--- src/hw/rtl/wwgs_pkg.sv ---
// Package for the Wireworld grid stepper: field widths, cell and operation codes,
// register indexes and the command and status structs between controller and datapath.
// No dependencies.
package wwgs_pkg;

  localparam int OPCODE_W = 2;
  localparam int COORD_W  = 6;
  localparam int CELL_W   = 2;
  localparam int GEN_W    = 16;
  localparam int CFG_W    = 7;
  localparam int APB_AW   = 3;
  localparam int APB_DW   = 32;

  localparam logic [CFG_W-1:0] ROWS_IN_USE_RST = 7'd40;
  localparam logic [CFG_W-1:0] COLS_IN_USE_RST = 7'd40;

  localparam logic [CELL_W-1:0] CELL_EMPTY = 2'd0;
  localparam logic [CELL_W-1:0] CELL_WIRE  = 2'd1;
  localparam logic [CELL_W-1:0] CELL_HEAD  = 2'd2;
  localparam logic [CELL_W-1:0] CELL_TAIL  = 2'd3;

  localparam logic [OPCODE_W-1:0] OP_WRITE = 2'd0;
  localparam logic [OPCODE_W-1:0] OP_READ  = 2'd1;
  localparam logic [OPCODE_W-1:0] OP_STEP  = 2'd2;

  localparam logic REG_ROWS_IN_USE = 1'b0;
  localparam logic REG_COLS_IN_USE = 1'b1;

  typedef struct packed {
    logic cnt_clear;
    logic cnt_inc;
    logic clr_wr;
    logic cap_item;
    logic acc_rd;
    logic acc_wr;
    logic rd_cap;
    logic step_en;
    logic step_done;
    logic load_out;
  } wwgs_cmd_t;

  typedef struct packed {
    logic [OPCODE_W-1:0] op;
    logic                in_use;
    logic                clear_last;
    logic                step_last;
    logic                out_free;
  } wwgs_sts_t;

endpackage

--- src/hw/rtl/wwgs_regs.sv ---
// APB register file holding the rows and columns in use.
// Depends on wwgs_pkg for widths, reset values and register indexes.
module wwgs_regs import wwgs_pkg::*; (
  input  logic              clk_i,
  input  logic              rst_ni,
  input  logic              psel,
  input  logic              penable,
  input  logic              pwrite,
  input  logic [APB_AW-1:0] paddr,
  input  logic [APB_DW-1:0] pwdata,
  output logic [APB_DW-1:0] prdata,
  output logic              pready,
  output logic [CFG_W-1:0]  rows_in_use_o,
  output logic [CFG_W-1:0]  cols_in_use_o
);

  logic [CFG_W-1:0] rows_q, rows_d;
  logic [CFG_W-1:0] cols_q, cols_d;
  logic             wr_en;

  assign pready = 1'b1;
  assign wr_en  = psel && penable && pwrite;

  always_comb begin
    rows_d = rows_q;
    cols_d = cols_q;
    if (wr_en) begin
      case (paddr[2])
        REG_ROWS_IN_USE: rows_d = pwdata[CFG_W-1:0];
        REG_COLS_IN_USE: cols_d = pwdata[CFG_W-1:0];
        default: ;
      endcase
    end
  end

  always_ff @(posedge clk_i or negedge rst_ni) begin
    if (!rst_ni) begin
      rows_q <= ROWS_IN_USE_RST;
      cols_q <= COLS_IN_USE_RST;
    end else begin
      rows_q <= rows_d;
      cols_q <= cols_d;
    end
  end

  always_comb begin
    case (paddr[2])
      REG_ROWS_IN_USE: prdata = APB_DW'(rows_q);
      REG_COLS_IN_USE: prdata = APB_DW'(cols_q);
      default:         prdata = '0;
    endcase
  end

  assign rows_in_use_o = rows_q;
  assign cols_in_use_o = cols_q;

endmodule

--- config.mk ---
export PLATFORM = sky130hd
export DESIGN_NAME = wwgs_regs
export DESIGN_NICKNAME = d
export VERILOG_FILES = /design/src/hw/rtl/wwgs_pkg.sv /design/src/hw/rtl/wwgs_regs.sv
export SDC_FILE = /design/constraint.sdc
export NUM_CORES = 1
export LEC_CHECK = 0
export BUFFER_PORTS_ARGS = -buffer_cell sky130_fd_sc_hd__buf_2
export CAP_MARGIN = 15
export CORE_MARGIN = 2
export CORE_UTILIZATION = 37
export CTS_CLUSTER_SIZE = 10
export DETAILED_ROUTE_END_ITERATION = 8
export PLACE_DENSITY = 0.94
export SETUP_SLACK_MARGIN = 0.2
export SKIP_CTS_REPAIR_TIMING = 1
export SYNTH_ARGS = -nofsm -noshare
export SYNTH_HDL_FRONTEND = slang
export SYNTH_SLANG_ARGS = --single-unit
export TNS_END_PERCENT = 100
--- constraint.sdc ---
create_clock -name clk_i -period 2.2 [get_ports clk_i]
set_input_delay 0.11 -clock clk_i [delete_from_list [all_inputs] [get_ports clk_i]]
set_output_delay 0.11 -clock clk_i [all_outputs]
set_load 0.02 [all_outputs]
* Word level (Yosys, flattened, before mapping) *
Cells that the tools add are included.

operators by class
  bitwise operators = 1
  reductions and logical operators = 4
  mux-type cells = 1

operators with widths
  cell                                 count
  one-hot mux 32 bit (2 select lines)  1
  AND reduction 2 bit                  2
  logical AND 1 bit                    2
  inverter 1 bit                       1

word-level totals
  bits in registers = 14
  bits of input ports = 40
  output and inout port bits = 47

* Longest topological paths before layout *
  depth in word-level cells = 3
  mapped depth = 3

* Worst setup path before layout *
OpenSTA, ideal clock, no wires.

  path kind = reg2out
  start point = register rows_q[3], in the netlist rows_in_use_o[3]
  end point = output port prdata[3]
  path slack = 1.290 ns
  cell stages (with the launch flop) = 2
  buffers on the path = 0
  data arrival time = 0.800 ns
  required time = 2.090 ns
  cells stage by stage = dfstp_2 -> mux2_2

on the way
  cells in the longest elaborated chain, start to end = 1

RTL lines
  element                              line             RTL
  start, declared                      wwgs_regs.sv:17  logic [CFG_W-1:0] rows_q, rows_d;
  start signal, assigned               wwgs_regs.sv:41  rows_q <= rows_d;
  one-hot mux 32 bit (2 select lines)  wwgs_regs.sv:47  case (paddr[2])
  end, declared                        wwgs_regs.sv:11  output logic [APB_DW-1:0] prdata,

Every way passes these cells. The select of a mux whose other input is x is not followed.

* Worst setup path after layout *
Same ends and word-level chain as after synthesis.

==> results by group <==
Setup path
  • Worst Path Required: 2.09 ns
  • Crit path DAT: 1.12 ns
  • Worst Reg-to-Reg Cells: 1
  • Critical path peak fanout: 3
  • Startpoint Class: flip-flop
  • Worst Setup End Kind: output pin
  • Crit path max-delay cell type: dfstp_2
  • Worst-path cell chain: mux2_2 > buf_2
  • CP Class: flip-flop to output pin
  • Max incr delay on CP: 0.54 ns

Place
  • Gpl congestion: between 0.5 and 0.6
  • DPL Wire Length: 1110 um
  • I/O Buffers: 33

Finish
  • Ratio of cells with drive above 1 in the final layout: between 60% and 70%
  • Synthesis-to-finish area growth: 15.5%
  • Diodes inserted: 0
  • Nets: ~140
  • Filler instances: 213

Floorplanning
  • I/O Pins: 87
  • Standard-cell rows: 17
  • Starting Density: about two fifths
  • Die height: 51.7 um
  • DIE WIDTH: 51.7 um
  • Core Region: 0.00219 sq mm
  • Die area: around 0.0027 sq mm

Global route
  • Most Crowded Layer GR: met2
  • GRT met2 Usage: a little under a fifth
  • M3 GR Usage: 6.03%
  • M1 GR Usage: 12.1%
  • First-pass GRT wire length: 2060 um
  • Number of antenna violations at the first check in global routing: 0
  • Largest net degree at the start of global routing: 15
  • GRT overflow: 0
  • Vias in the first global route: 458
  • GRT Util Overall: 10.9%

Route
  • DR iter-0 viols: 0
  • DRC: 0
  • Wire per inst: roughly 11 um
  • Final ANT Viol Nets: 0
  • Total wire length: approximately 1400 um
  • Vias/cell: 4.13
  • Detailed-router iteration count before antenna repair: 1
  • DR vias: ~530

STA
  • Max Freq: approximately 800 MHz
  • Final Hold Vio Count: 0
  • Final setup fails: 0
  • Final Slew Violations: 0
  • Min Hold Slack: 0.0767 ns
  • Setup tns final: 0 ns
  • Final clock period utilization by the worst path: 55.8%
  • Min cycle time layout: 1.23 ns
  • Clock Skews: 0 ns
  • RSZ-0062 raised after global routing: no

Yosys
  • Cells after Synth: 66
  • Largest area contributor in the netlist: dfrtp_1
  • Distinct cells, synth: 8
  • Yosys warning count: 0
  • Async SR Flop Fraction: 100%
  • Top FF cell, synth: dfrtp_1
  • Post-synth EDFFs: 0
  • Dominant cells by area after synthesis: dfrtp_1 30%, mux2_2 28%, buf_4 23%
  • Yosys top cell area share: 29.7%
  • Post-synthesis register bit count: 14
  • Count leader, synth: buf_4
  • Sequential share of the synthesized area: 42.2%
  • Synth Area per Inst: between 10 and 15 sq um
  • Post-synth top cells: 26 x buf_4, 21 x mux2_2, 10 x dfrtp_1, 4 x dfstp_2, 2 x conb_1
  • Synthesized cell area: 842 sq um

Power and ir drop
  • Leak Pwr: just over 0.5 nW
  • Max VDD drop: between 500 and 600 uV
  • Pwr/cell area: about 920 mW/mm^2

Flow run
  • MaxCap Viol Count: 0

CTS
  • Sink Count: 14
  • Clk buf depth: 2
  • CTS tree: done
  • CTS Buf Count: 3
  • Clock Pin Slew Worst Setup and Hold Paths: 0.08 ns
  • Later-pin clock latency in the skew report: 0.27 ns
  • H-tree depth: 1
  • CTS Root Cell: clkbuf_4

Outcome
  • Status: complete, no violations

Worst hold path
  • Worst Hold Class: input pin to flip-flop
  • WHS Path Cells: 2
-- report_power, final --
part	internal (mW)	leakage (nW)	total (mW)	switching, mW
combinational	0.136	0.335	0.359	0.222
sequential	0.326	0.162	0.362	0.0363
clock	0.101	0.0210	0.177	0.0767
-- logic make-up after synthesis --
family / after synthesis / share of synthesized area (%)
buffers and inverters: 27 / 24.5
multiplexers: 21 / 28.1
flip-flops: 14 / 42.2
AND/OR/NAND/NOR: 2 / 4.31
other: 2 / 0.892
-- cell usage in the layout, fill, tap and decap left out --
master	instances
conb_1	26
dfstp_2	4
clkbuf_4	3
dlygate4sd3_1	1
dfrtp_1	10
clkbuf_8	1
buf_2	33
mux2_2	21
nand4b_4	1
nand4_2	1
-- stage by stage --
stage	area (sq um)	setup slack, ns	power (mW)	utilization (%)	cells
after floorplan	932	1.29	0.646	-	90
after global placement	926	1.07	0.716	42.3	124
after detailed placement	926	1.07	0.730	42.3	124
after CTS	962	0.957	0.914	43.9	128
after global routing	972	0.930	0.960	44.4	129
final	972	0.973	0.898	44.4	129
-- worst paths after layout --
check                                             startpoint                            to  slack [ns]
worst max-delay path            rows_in_use_o[3]$_DFFE_PN1P_                     prdata[3]        0.97
worst min-delay path                               pwdata[2]  cols_in_use_o[2]$_DFFE_PN0P_        0.08
worst max register to register  cols_in_use_o[1]$_DFFE_PN0P_  cols_in_use_o[1]$_DFFE_PN0P_        1.43
worst min register to register  cols_in_use_o[2]$_DFFE_PN0P_  cols_in_use_o[2]$_DFFE_PN0P_        0.53
max in group asynchronous                             rst_ni  cols_in_use_o[3]$_DFFE_PN1P_        1.64
min in group asynchronous                             rst_ni  rows_in_use_o[2]$_DFFE_PN0P_        0.27
-- worst max-delay path, delay by kind of cell (launching register included) --
kind / cells / cell delay [ns]
flip-flops: 1 / 0.54
buffers and inverters: 1 / 0.16
multiplexers: 1 / 0.15
-- cell type report --
class / count / area, sq um / share of cell area, %
Timing Repair Buffer: 34 / 175 / 18.0
Tap cell: 28 / 35.0 / 3.60
Clock buffer: 4 / 36.3 / 3.73
Multi-Input combinational cell: 49 / 370 / 38.1
Sequential cell: 14 / 355 / 36.6
-- flip-flops by register name, indices dropped and copies added, names as in the netlist --
name,count
rows_in_use_o,7
cols_in_use_o,7
-- routing by layer --
metal / vias up / share of wire (%)
met1: 248 / 38
met5: - / 0
met2: 41 / 52
met4: 0 / 0
li1: 244 / -
met3: 0 / 11
(Power assumes the default switching activity.)
