## src/hw/rtl/wwgs_pkg.sv

```systemverilog
// Package for the Wireworld grid stepper: field widths, cell and operation codes,
// register indexes and the command and status structs between controller and datapath.
// No dependencies.
package wwgs_pkg;

  localparam int OPCODE_W = 2;
  localparam int COORD_W  = 6;
  localparam int CELL_W   = 2;
  localparam int GEN_W    = 16;
  localparam int CFG_W    = 7;
  localparam int APB_AW   = 3;
  localparam int APB_DW   = 32;

  localparam logic [CFG_W-1:0] ROWS_IN_USE_RST = 7'd40;
  localparam logic [CFG_W-1:0] COLS_IN_USE_RST = 7'd40;

  localparam logic [CELL_W-1:0] CELL_EMPTY = 2'd0;
  localparam logic [CELL_W-1:0] CELL_WIRE  = 2'd1;
  localparam logic [CELL_W-1:0] CELL_HEAD  = 2'd2;
  localparam logic [CELL_W-1:0] CELL_TAIL  = 2'd3;

  localparam logic [OPCODE_W-1:0] OP_WRITE = 2'd0;
  localparam logic [OPCODE_W-1:0] OP_READ  = 2'd1;
  localparam logic [OPCODE_W-1:0] OP_STEP  = 2'd2;

  localparam logic REG_ROWS_IN_USE = 1'b0;
  localparam logic REG_COLS_IN_USE = 1'b1;

  typedef struct packed {
    logic cnt_clear;
    logic cnt_inc;
    logic clr_wr;
    logic cap_item;
    logic acc_rd;
    logic acc_wr;
    logic rd_cap;
    logic step_en;
    logic step_done;
    logic load_out;
  } wwgs_cmd_t;

  typedef struct packed {
    logic [OPCODE_W-1:0] op;
    logic                in_use;
    logic                clear_last;
    logic                step_last;
    logic                out_free;
  } wwgs_sts_t;

endpackage

```

## src/hw/rtl/wwgs_ctrl.sv

```systemverilog
// Controller state machine of the Wireworld grid stepper: clearing pass, cell access,
// generation sweep and result hand-off. Depends on wwgs_pkg for the command and status structs.
module wwgs_ctrl import wwgs_pkg::*; (
  input  logic      clk_i,
  input  logic      rst_ni,
  input  logic      in_valid_i,
  output logic      in_ready_o,
  input  wwgs_sts_t sts_i,
  output wwgs_cmd_t cmd_o
);

  typedef enum logic [2:0] {
    ST_CLEAR,
    ST_IDLE,
    ST_DISPATCH,
    ST_ACCESS,
    ST_STEP,
    ST_DONE
  } state_e;

  state_e state_q, state_d;

  always_comb begin
    state_d    = state_q;
    cmd_o      = '0;
    in_ready_o = 1'b0;
    case (state_q)
      ST_CLEAR: begin
        cmd_o.clr_wr  = 1'b1;
        cmd_o.cnt_inc = 1'b1;
        if (sts_i.clear_last) begin
          state_d = ST_IDLE;
        end
      end
      ST_IDLE: begin
        in_ready_o = 1'b1;
        if (in_valid_i) begin
          cmd_o.cap_item = 1'b1;
          state_d        = ST_DISPATCH;
        end
      end
      ST_DISPATCH: begin
        case (sts_i.op)
          OP_WRITE, OP_READ: begin
            if (sts_i.in_use) begin
              cmd_o.acc_rd = 1'b1;
              state_d      = ST_ACCESS;
            end else begin
              state_d = ST_DONE;
            end
          end
          OP_STEP: begin
            cmd_o.cnt_clear = 1'b1;
            state_d         = ST_STEP;
          end
          default: state_d = ST_DONE;
        endcase
      end
      ST_ACCESS: begin
        case (sts_i.op)
          OP_WRITE: cmd_o.acc_wr = 1'b1;
          OP_READ:  cmd_o.rd_cap = 1'b1;
          default: ;
        endcase
        state_d = ST_DONE;
      end
      ST_STEP: begin
        cmd_o.step_en = 1'b1;
        cmd_o.cnt_inc = 1'b1;
        if (sts_i.step_last) begin
          cmd_o.step_done = 1'b1;
          state_d         = ST_DONE;
        end
      end
      ST_DONE: begin
        if (sts_i.out_free) begin
          cmd_o.load_out = 1'b1;
          state_d        = ST_IDLE;
        end
      end
      default: state_d = ST_IDLE;
    endcase
  end

  always_ff @(posedge clk_i or negedge rst_ni) begin
    if (!rst_ni) begin
      state_q <= ST_CLEAR;
    end else begin
      state_q <= state_d;
    end
  end

  a_load_when_free: assert property (@(posedge clk_i) disable iff (!rst_ni)
    cmd_o.load_out |-> sts_i.out_free)
    else $error("Result loaded while the output register is still occupied.");

  a_no_accept_in_sweep: assert property (@(posedge clk_i) disable iff (!rst_ni)
    (cmd_o.step_en || cmd_o.clr_wr) |-> !in_ready_o)
    else $error("Input offered as ready during a sweep of the grid.");

endmodule

```

## config.mk

```make
export PLATFORM = sky130hd
export DESIGN_NAME = wwgs_ctrl
export DESIGN_NICKNAME = d
export VERILOG_FILES = /design/src/hw/rtl/wwgs_pkg.sv /design/src/hw/rtl/wwgs_ctrl.sv
export SDC_FILE = /design/constraint.sdc
export NUM_CORES = 1
export LEC_CHECK = 0
export ABC_CLOCK_PERIOD_IN_PS = 2380
export BUFFER_PORTS_ARGS = -buffer_cell sky130_fd_sc_hd__buf_4
export CAP_MARGIN = 20
export CORE_AREA = 2 2 39 41
export DETAILED_ROUTE_END_ITERATION = 8
export DIE_AREA = 0 0 41 43
export GPL_TIMING_DRIVEN = 0
export PLACE_DENSITY = 0.56
export RECOVER_POWER = 50
export SLEW_MARGIN = 20
export SYNTH_ARGS = -nofsm -noshare
export SYNTH_HDL_FRONTEND = slang
export SYNTH_SLANG_ARGS = --single-unit
```

## constraint.sdc

```tcl
create_clock -name clk_i -period 2.38 [get_ports clk_i]
set_input_delay 0.119 -clock clk_i [delete_from_list [all_inputs] [get_ports clk_i]]
set_output_delay 0.119 -clock clk_i [all_outputs]
set_load 0.1 [all_outputs]
```

Word-level counts from Yosys, hierarchy flattened
Cells that the tools add are included.

word-level totals
  output and inout bits = 11
  register bits = 3
  logic and storage cells = 41

cells by class
  reductions and logical operators = 5
  equality and inequality tests = 11
  mux-type cells = 24

operator list
  cell                                                  number
  case mux 3 bit (6 select lines)                       1
  2-to-1 mux 1 bit                                      15
  2-to-1 mux 3 bit                                      5
  inequality test 2 bit (second input constant)         4
  equality test 3 x 2 -> 1 bit (second input constant)  2
  equality test 3 bit (second input constant)           2
  case mux 3 bit (2 select lines)                       1
  2-to-1 mux 2 bit                                      2
  AND reduction 4 bit                                   1
  OR reduction 2 bit                                    2
  equality test 3 x 1 -> 1 bit (second input constant)  1
  zero test 3 bit                                       1
  equality test 2 x 1 -> 1 bit (second input constant)  1
  equality test 2 bit (second input constant)           1
  zero test 2 bit                                       1

Logic depth before layout (Yosys ltp)
Gate-level depths: netlist (run 1).

  word-level depth = 4
  mapped depth = 4

Worst setup path before layout (run 1)
Ideal clock, no wire load.

  kind = reg2out
  start point = reg state_q[2]
  end point = out cmd_o[4] in the netlist's numbering
  arrival time = 3.688 ns
  required time = 2.261 ns
  slack = -1.427 ns
  stages on the path, launching flop included = 3
  cells stage by stage = dfrtp_1 > nand2b_2 > nor4b_1

RTL lines
  item                      line             text
  start: declaration        wwgs_ctrl.sv:21  state_e state_q, state_d;
  start signal: assignment  wwgs_ctrl.sv:89  state_q <= state_d;
  end: declaration          wwgs_ctrl.sv:9   output wwgs_cmd_t cmd_o

==> flow_summary.ini, run 1 <==
[run_status]
outcome = completed

[cells_and_area]
syn_to_final_growth_pct = 66.4
final_area_um2 = 458
nets = 66
layout_common_cells = 16 x buf_4, 5 x clkbuf_1, 4 x nand2_1, 3 x clkbuf_4, 3 x dfrtp_1
layout_commonest_cell = buf_4
antenna_cells = 0
largest_register_ffs = 3
largestRegisters = state_q x3
regMostFlops = state_q
drive_gt1_share_pct = 51.8

[clock_network]
clock_latency_ns = 0.23
htree_levels = 1
clkTransAtPathRegs_ns = 0.04
cts_buffers = 3
clock-sinks = 3
cts_tree = built
cts_resized = 0
cts-root-buf = clkbuf_4
clockBufferDepth = 2

[global_routing]
grt_pass1_wl_um = 1100
grtUsageMet1_pct = 10.7
grt_pass1_vias = 267
track_usage_pct = 9.57
met3_usage_pct = 3.14
grt.overflow.total = 0
antenna_found_initial = 0
top_usage_layer = met2
use_met2_pct = 13.8
grt_max_degree = 11

[drt]
viasPerCell = 4.36
drt_iter0_markers = 0
vias = 314
routed_wl_um = 743
wl_per_cell_um = 10.3
drc_errors = 0
drtAntennaViolNets = 0
first_pass_iters = 1

[worst_setup_path]
path_max_fanout = 10
slowest_delay_ns = 0.88
crit_path_end_kind = output port
worstSetupPathType = flip-flop to output port
crit_top_cell = clkbuf_1
required_ns = 2.26
crit_slowest_cell = clkbuf_1
critical_path_arrival_ns = 1.89
startpoint_type = flip-flop
cp_cell_sequence = clkbuf_1 > nor3_2 > clkbuf_1

[sta]
tightestPinTransition_ns = 1.16
final-hold-violation-count = 0
finClkSkew_ns = 0.00100
holdWs_ns = 0.186
period_minus_slack_ns = 2.01
setup_violations = 0
rsz0062_at_grt = no
finalCritPeriodShare_pct = 84.3
final_max_slew_viol_count = 0
slew_headroom_pct = 22.9
fmax_mhz = 498

[synth]
synth_cells = 32
syn_area_um2 = 275
postSynthAreaPerCell_um2 = 8.60
postSynthNetCount = 41
yosysWarnings = 0
netlist-cell-type-count = 22
ys_ff_latch = 3
yosysSeqAreaShare_pct = 27.3

[floorplan]
die_h_um = 43
die_width_um = 41
row_count = 14
core-area_mm2 = 0.00138
pin_count = 20
start_util_pct = 19.9
dieArea_mm2 = 0.00176

[placement]
place.gp.congestion = 0.693
numPortBuffers = 19
dp.final_hpwl_um = 580
placed_cell_area_um2 = 457

[hold_path]
hold_path.class = primary input to flip-flop

[flow_run]
cap_violations = 0
-- what timing repair did --
item / 4_1_cts / 5_1_grt
endpoints found under the hold margin: 3 / 0
hold buffers: 1 / 0
setup buffers: 0 / 0
-- routing by layer --
layer | wire, um | part of all wire, % | vias up
met1 | 319 | 43 | 142
met5 | 0 | 0 | -
met3 | 56 | 7.5 | 0
li1 | - | - | 160
met4 | 0 | 0 | 0
met2 | 367 | 49 | 12
-- synthesized netlist by cell type --
| cell type | instances | share of area (%) |
|---|---|---|
| a21oi_1 | 1 | 1.8 |
| and2_1 | 1 | 2.3 |
| and2b_2 | 1 | 3.2 |
| and3_1 | 1 | 2.3 |
| and4bb_2 | 1 | 4.5 |
| buf_2 | 1 | 1.8 |
| buf_4 | 1 | 2.7 |
| dfrtp_1 | 3 | 27 |
| inv_1 | 1 | 1.4 |
| nand2_1 | 4 | 5.5 |
| nand2b_2 | 1 | 3.2 |
| nand2b_4 | 1 | 5.0 |
| nor2_1 | 3 | 4.1 |
| nor2b_1 | 1 | 2.3 |
| nor3_1 | 3 | 5.5 |
| nor3b_1 | 1 | 2.7 |
| nor4b_1 | 2 | 6.4 |
| nor4b_4 | 1 | 8.6 |
| o21ai_0 | 1 | 1.8 |
| o22ai_1 | 1 | 2.3 |
| o32ai_1 | 1 | 3.2 |
| or2_2 | 1 | 2.3 |
-- layout make-up --
class,instances,area [um^2]
buffer,2,8.76
clock buffer,4,26.3
fill,153,926
inverter,1,3.75
multi-input combinational,26,183
sequential,3,75.1
tap,16,20.0
timing repair buffer,20,141
-- critical path: cells and delay by family (launching register included) --
| family | cells | cell delay, ns |
|---|---|---|
| buffers and inverters | 2 | 1.11 |
| DFF | 1 | 0.34 |
| and+or+nand+nor | 1 | 0.20 |
-- cells by family after synthesis --
group / share of synthesized area [%]
and+or+nand+nor: 57.7
DFF: 27.3
AOI/OAI and AO/OA: 9.09
buffers and inverters: 5.91
-- through the flow --
stage / util (%) / worst slack, ns / setup TNS, ns / instances
floorplan: - / -0.0448 / -0.0448 / 32
CTS: 35.6 / 0.655 / 0 / 72
detailed placement: 33.0 / 0.905 / 0 / 67
finish: 33.1 / 0.373 / 0 / 72
global route: 33.1 / 0.313 / 0 / 72
global placement: 33.0 / 0.920 / 0 / 67
-- path summary, 6_finish.rpt --
kind                            start         end  slack [ns]  depth (start not counted)
setup / recovery           state_q[0]    cmd_o[7]        0.37                          3
setup reg to reg           state_q[0]  state_q[1]        1.00                          4
hold reg to reg            state_q[1]  state_q[2]        0.65                          1
hold / removal               sts_i[0]  state_q[2]        0.19                          4
max in group asynchronous      rst_ni  state_q[2]        2.01                          2
min in group asynchronous      rst_ni  state_q[0]        0.22                          2
Power of run 1 is not shown: default switching activity piles up to over one toggle a cycle in this logic, so the estimate is an artifact.
==> run 2, diff against run 1 <==
Settings changed: ABC_CLOCK_PERIOD_IN_PS 2380 to 1700, PLACE_DENSITY 0.56 to 0.58.
Clock period 2.38 ns to 1.7 ns, I/O delays scaled along.
==> flow_summary.ini, run 2 (synthesis results as in run 1) <==
[sta]
tightestPinTransition_ns = 0.542
slew_headroom_pct = 64.0
finalCritPeriodShare_pct = 88.3
setup_violations = 0
final_max_slew_viol_count = 0
final-hold-violation-count = 0
period_minus_slack_ns = 1.50
fmax_mhz = 666
finClkSkew_ns = 0.000826
rsz0062_at_grt = no

[drt]
wl_per_cell_um = 10.1
detailroute.wirelength.met2_um = 349
top_layer_used = met3
route.met3.wl_um = 77
drc_errors = 0
drt_iter0_markers = 2
first_pass_iters = 2
viasPerCell = 4.54
vias = 327
routed_wl_um = 729
drtAntennaViolNets = 0
wl_met1_um = 301

[worst_setup_path]
crit_path_end_kind = output port
critical_path_arrival_ns = 1.42
startpoint_type = flip-flop
r2r-start = state_q[1]
worstSetupPathType = flip-flop to output port
required_ns = 1.62
crit_start = state_q[0]
path_max_fanout = 10

[clock_network]
cts_tree = built
cts_buffers = 3
clkTransAtPathRegs_ns = 0.04
cts-root-buf = clkbuf_4
clockBufferDepth = 2
htree_levels = 1
post_cts_buffers = 0
clock-sinks = 3
clock_latency_ns = 0.23

[cells_and_area]
layout_commonest_cell = buf_4
antenna_cells = 0
largest_register_ffs = 3
largestRegisters = state_q x3
utilization_pct = 37.9
layout_common_cells = 16 x buf_4, 4 x nand2_1, 3 x clkbuf_4
nets = 66
regMostFlops = state_q
syn_to_final_growth_pct = 90.5
drive_gt1_share_pct = 69.6

[floorplan]
start_util_pct = 19.9
dieArea_mm2 = 0.00176
die_width_um = 41
row_count = 14
die_h_um = 43
pin_count = 20
core-area_mm2 = 0.00138

[global_routing]
grt_max_degree = 11
antenna_found_initial = 0
grt_pass1_wl_um = 1170
grt_pass1_vias = 311
track_usage_pct = 10.1
grt.overflow.total = 0

[run_status]
outcome = completed

[hold_path]
hold_path.class = primary input to flip-flop
hp-start = sts_i[0]

[flow_run]
cap_violations = 0

[placement]
numPortBuffers = 19
dp.final_hpwl_um = 601
place.gp.congestion = 0.649
-- run 2: layout make-up --
| cell class | instances | area, um^2 |
|---|---|---|
| clock buffers | 4 | 26.3 |
| flip-flops and latches | 3 | 76.3 |
| repair buffers | 20 | 144 |
| fillers | 151 | 860 |
| multi-input cells | 26 | 238 |
| well taps | 16 | 20.0 |
| plain buffers | 2 | 16.3 |
| inverters | 1 | 3.75 |
-- run 2: metrics by stage --
stage,setup TNS [ns],setup WS (ns),hold WS (ns),std cells,area (um^2)
6_report,0,0.199,0.175,72,524
5_1_grt,0,0.109,0.190,72,524
4_1_cts,0,0.0643,0.176,72,528
3_5_place_dp,0,0.317,-0.124,67,492
3_3_place_gp,0,0.327,-0.124,67,492
2_1_floorplan,-0.516,-0.231,-0.211,32,329
-- run 2: routing by layer --
layer / vias to the layer above / GRT usage [%]
met3: 0 / 5.24
met4: 0 / 6.00
met5: - / 0
li1: 163 / -
met1: 150 / 10.0
met2: 14 / 15.6
-- run 2: path summary, 6_finish.rpt --
path / slack [ns] / to / cells past startpoint
worst max-delay path: 0.20 / cmd_o[5] / 4
min in group asynchronous: 0.19 / state_q[2] / 2
worst max register to register: 0.54 / state_q[1] / 3
worst min-delay path: 0.18 / state_q[2] / 4
worst min register to register: 0.63 / state_q[2] / 1
max in group asynchronous: 1.35 / state_q[1] / 2
-- run 2: critical path: stages (launching register included) --
cell	delay (ns)
dfrtp_1	0.36
buf_6	0.15
nor3b_2	0.23
and2b_2	0.17
buf_4	0.28
-- run 2: repair_timing --
| item | CTS | global route |
|---|---|---|
| hold buffers | 1 | 0 |
| hold endpoints to repair | 3 | 0 |
| endpoints found under the setup margin | 0 | 1 |
| resized for setup | 0 | 1 |
Power of run 2 is left out for the same reason.
